File: src/sv/bdbp_div.sv
// Restoring divider, one quotient bit per cycle.
`timescale 1ns / 1ps
module bdbp_div #(
   parameter int NW = 40,
   parameter int DW = 32
) (
   input  logic          clock,
   input  logic          reset,
   input  logic          go,
   input  logic [NW-1:0] num,
   input  logic [DW-1:0] den,
   output logic          done,
   output logic [NW-1:0] quo
);
   localparam int CW = $clog2(NW + 1);
   logic [NW-1:0] quo_ff, quo_in;
   logic [DW-1:0] rem_ff, rem_in;
   logic [CW-1:0] cnt_ff, cnt_in;
   logic          run_ff, run_in, done_ff, done_in;
   logic [DW:0]   trial;

   always_comb begin
      quo_in = quo_ff;
      rem_in = rem_ff;
      cnt_in = cnt_ff;
      run_in = run_ff;
      done_in = 1'b0;
      trial = {rem_ff, quo_ff[NW-1]};
      if (go) begin
         quo_in = num;
         rem_in = '0;
         cnt_in = CW'(NW);
         run_in = 1'b1;
      end else if (run_ff) begin
         if (trial >= {1'b0, den}) begin
            rem_in = DW'(trial - {1'b0, den});
            quo_in = {quo_ff[NW-2:0], 1'b1};
         end else begin
            rem_in = trial[DW-1:0];
            quo_in = {quo_ff[NW-2:0], 1'b0};
         end
         cnt_in = cnt_ff - 1'b1;
         if (cnt_ff == CW'(1)) begin
            run_in = 1'b0;
            done_in = 1'b1;
         end
      end
   end

   always_ff @(posedge clock) begin
      if (reset) begin
         run_ff <= 1'b0;
         done_ff <= 1'b0;
         cnt_ff <= '0;
      end else begin
         run_ff <= run_in;
         done_ff <= done_in;
         cnt_ff <= cnt_in;
      end
      quo_ff <= quo_in;
      rem_ff <= rem_in;
   end

   assign done = done_ff;
   assign quo  = quo_ff;
endmodule

File: config.mk
export PLATFORM = sky130hd
export DESIGN_NAME = bdbp_div
export DESIGN_NICKNAME = d
export VERILOG_FILES = /design/src/sv/bdbp_div.sv
export SDC_FILE = /design/constraint.sdc
export NUM_CORES = 1
export LEC_CHECK = 0
export BUFFER_PORTS_ARGS = -buffer_cell sky130_fd_sc_hd__buf_4
export CORE_UTILIZATION = 49
export DETAILED_ROUTE_END_ITERATION = 8
export GPL_ROUTABILITY_DRIVEN = 1
export MAX_ROUTING_LAYER = met4
export PLACE_DENSITY = 0.75
export SLEW_MARGIN = 20
export SYNTH_ARGS = -nofsm -noshare
export SYNTH_HDL_FRONTEND = slang
export SYNTH_SLANG_ARGS = --single-unit
File: constraint.sdc
create_clock -name clock -period 4.93 [get_ports clock]
set_input_delay 1.2325 -clock clock [delete_from_list [all_inputs] [get_ports clock]]
set_output_delay 1.2325 -clock clock [all_outputs]
set_load 0.01 [all_outputs]
Word level (Yosys, flattened, before mapping). Cells that the tools add are included.

Bits in registers: 80. Latch bits: 0. Bits in writable memories: 0. Memory bits (read-only): 0. Input bits: 75. Output and inout port bits: 41. Memories: 0.

Add/subtract/negate cells: 2. $mul: 0. Div/mod/pow operators: 0. Magnitude comparators: 1. Eq/ne operators: 1. Shift operators: 0. Muxes and demuxes: 10. Bitwise gates (word level): 1. Reduce and logical (&&, ||, !) cells: 3.

Operators by type and width (number): $mux 40 (2); $ge 33x32->1 (1); $mux 32 (1); $sub 32x32->32 (1); $mux 6 (2); $eq 6x1->1 const B (1); $sub 6x1->6 const B (1); $mux 1 (5); $reduce_or 3->1 (1); $reduce_bool 2->1 (1); $reduce_or 2->1 (1); $not 1->1 (1).

Longest topological paths before layout.
Word-level depth: 4. Gate-level depth with buffers: 14. Depth with buffers taken out: 12.

Least setup slack after synthesis. OpenSTA, ideal clock, no wires.

Path kind: in2reg. From: input den[19]. To: register rem_ff[31]. Library setup time: 0.060 ns. Arrival: 3.453 ns. Data required time: 4.870 ns. Setup slack: 1.417 ns. Stages on the path: 12. Path buffers: 1. Cell sequence: inv_1 > ha_1 > buf_4 > nand4_1 > or4_4 > nor4_2 > nand2_1 > a31oi_2 > a31oi_2 > or3_1 > mux2_2 > nand2_1.

Longest elaborated chain between the ends: 2. Elaborated cells between the ends (all ways): 3.

Ends and longest elaborated chain: start, declared (line 11) `input logic [DW-1:0] den,`; $sub 32x32->32 / $ge 33x32->1 (equally long branches) (line 36, 35); $mux 32 (*) (line 35) `if (trial >= {1'b0, den}) begin`; end signal, assigned (line 61) `rem_ff <= rem_in;`; end, declared (line 17) `logic [DW-1:0] rem_ff, rem_in;`.

Mark *: on every way between the ends. The rest lies on a longest branch, timed or not. A chain may end at the register's enable or synchronous reset.

Worst setup path after layout.
From: input den[3]. To: register rem_ff[0].

Longest elaborated chain between the ends: 2.

Ends and longest elaborated chain (line): $ge 33x32->1 (35); $mux 32 (35).

No other way between the ends.

==> results.md <==
- Status: finished, final reports clean
- CP Data Required Time: 5.22 ns
- Post-CTS sizing: 0
- Vias in the first global route: 4548
- Avg Synthesized Cell Area: 9.226 um^2
- Area share of the largest cell type after synthesis: 22.72%
- Initial Utilization: 50.98%
- GRT overflow: 0
- Total Die Area: 11210 um^2
- Count of max-cap constraint violations: 0
- Drt via density: 5.588
- CP max stage cell: a31oi_2
- Post-synth top area cell: edfxtp_1
- CTS Buf Count: 9
- Synthesized Nets: 683
- Clk sinks: 80
- Pre-CTS setup slack: 0.8175 ns
- GRT Overall Usage: 23.76%
- Horiz. Die Dim: 105.9 um
- Vias: 4549
- Number of synthesized flops with an enable pin: 40
- Post-DRT Antenna Nets: 0
- Worst path cell trace: buf_4 > inv_1 > ha_1 > a21o_1 > a21oi_1 > nand2_1 > o21ai_0 > a21oi_1 > a31oi_2 > mux2i_1 > nand2_1 > o21ai_0
- Maximum number of pins on one net before global-route repair: 67
- # fillers: 907
- Top FF cell, synth: edfxtp_1
- Final Max Tran Viols: 0
- Post-synth top cells: a21oi_1, nand2_1, inv_1
- First-pass GRT wire length: 20.62 mm
- DRC viols: 0
- Clock skew: 0.01076 ns
- Critical path class: in2reg
- Register area: 2002 um^2
- Post-DP HPWL: 9.507 mm
- Post-CTS Setup Bufs: 0
- Hold Violations, Final: 0
- Crit path DAT: 4.14 ns
- Distinct cells, synth: 51
- Total length of routed wires: 12.80 mm
- Crit. End Element: flip-flop
- Io pins: 116
- Ys Warns: 0
- Startpoint Class: input port
- Syn Inst Count: 573
- Max Buffers Root-to-Sink: 2
- Setup TNS: 0 ns
- Max rail drop VDD: 0.1877 mV
- Crit-path max cell delay: 0.82 ns
- Iteration-0 DRC Markers: 231
- Gp weighted congestion: 0.9383
- CTS H-Tree Depth: 3
- Clk Latency, worst-skew pair: 0.36 ns
- Root buf cell: clkbuf_8
- Largest cells by area after synthesis: edfxtp_1, dfxtp_1, mux2_2
- Yosys reg bits: 80
- Wire per inst: 15.72 um
- Fmax: 260.0 MHz
- Placeable Area: 10370 um^2
- Synthesized cell area: 5286 um^2
- RSZ-0062 raised after global routing: false
- Fin crit period: 3.846 ns
- Ys async rst share: 0%
- Final setup vio count: 0
- Seq/Total Area, Yosys: 37.87%
- Nets: 783
- Setup ws final: 1.084 ns
- Row cnt: 37
- Hold-fix buffers at CTS: 0
- Most frequent cell after synthesis: a21oi_1
- Max-slew headroom: 37.39%
- CTS tree: built
- Buffers on Ports: 115
- Layout Area Growth over Synthesis: 21.42%
- Clk slew on worst S/H paths: 0.09 ns
- Critical Path Fanout Max: 18
- Chip Height: 105.9 um
- HP Class: reg2reg
- Initial antenna violation count: 0
- Worst-margin pin slew: 0.9362 ns
- Pre-antenna DRT Iters: 5
- Period utilization: 78.01%
- Multi-input logic area: 2952 um^2
- Share of cells above drive strength 1: 26.84%
- Leak: 0.002746 uW
- N_diodes: 0
- Pwr/cell area: 272.8 nW/um^2
path summary, 6_finish.rpt:
| kind | start | to | slack (ns) | cells past startpoint |
|---|---|---|---|---|
| max | den[3] | rem_ff[0]$_SDFFE_PP0P_ | 1.08 | 12 |
| min | rem_ff[9]$_SDFFE_PP0P_ | rem_ff[9]$_SDFFE_PP0P_ | 0.50 | 2 |
| max reg2reg | rem_ff[2]$_SDFFE_PP0P_ | rem_ff[0]$_SDFFE_PP0P_ | 1.75 | 10 |
| min reg2reg | rem_ff[9]$_SDFFE_PP0P_ | rem_ff[9]$_SDFFE_PP0P_ | 0.50 | 2 |
state kept, by name, indices dropped and copies added (netlist names):
| register | cells |
|---|---|
| cnt_ff | 6 |
| quo | 40 |
| run_ff | 1 |
| rem_ff | 32 |
| done | 1 |
report_power, final:
| group | total, uW | internal [uW] | switching [uW] |
|---|---|---|---|
| logic | 400 | 197 | 203 |
| registers | 791 | 758 | 33.5 |
| clock network | 560 | 292 | 269 |
per-stage QoR:
| step | util, % | total power [uW] | hold slack [ns] | cells | cell area (um^2) |
|---|---|---|---|---|---|
| 3_5_place_dp | 59.72 | 1201 | 0.4817 | 798 | 6193 |
| 3_3_place_gp | 59.72 | 1193 | 0.4639 | 798 | 6193 |
| 2_1_floorplan | - | 1049 | 0.4456 | 573 | 5286 |
| 5_1_grt | 61.90 | 1838 | 0.5184 | 814 | 6419 |
| 6_report | 61.90 | 1751 | 0.4956 | 814 | 6419 |
| 4_1_cts | 61.90 | 1770 | 0.4989 | 814 | 6419 |
logic make-up after synthesis:
family	count (synthesis)	share of synthesized area (%)
AO/OA/AOI/OAI	147	17.30
AND/OR/NAND/NOR	147	13.04
flip-flops	80	37.87
buffers and inverters	75	6.296
multiplexers	58	11.93
adder cells (fa/ha/maj)	35	8.426
XOR/XNOR	31	5.136
worst max-delay path: cells and delay by family:
kind,cells,cell delay (ns)
and+or+nand+nor,2,0.20
adders and majority gates,1,0.37
buffers and inverters,2,0.11
AOI/OAI and AO/OA,6,1.92
muxes,1,0.28
metal layers:
layer | vias up | part of all wire [%] | global-route usage (%)
li1 | 2261 | - | -
met1 | 2111 | 43 | 28.04
met2 | 151 | 50 | 40.24
met3 | 26 | 4.9 | 4.576
met4 | 0 | 2.1 | 8.631
met5 | - | 0 | -
layout by cell type, fill, tap and decap left out, drive strengths merged, types with 2 or more instances in the layout:
master	instances
ha	34
xnor2	18
clkinv	2
edfxtp	40
nor4	2
clkbuf	9
mux2	40
o221ai	3
a31oi	6
inv	46
and2	2
bufinv	2
a21oi	48
nand4	11
o21ai	38
a32oi	4
a21o	10
o21a	2
nor2	41
nor3	13
mux2i	18
a211oi	18
xor2	13
nand2b	4
or3	2
and3	3
o21bai	6
nand2	46
nand3	11
o211ai	4
dfxtp	40
nor2b	7
a211o	2
buf	121
area by class of cell:
cell class | instances | share of cell area, %
multi-input combinational | 418 | 45.98
clock inverter | 7 | 1.579
sequential | 80 | 31.19
clock buffer | 9 | 1.930
tap | 136 | 2.651
timing repair buffer | 121 | 14.15
inverter | 43 | 2.515
(Power assumes the default switching activity.)
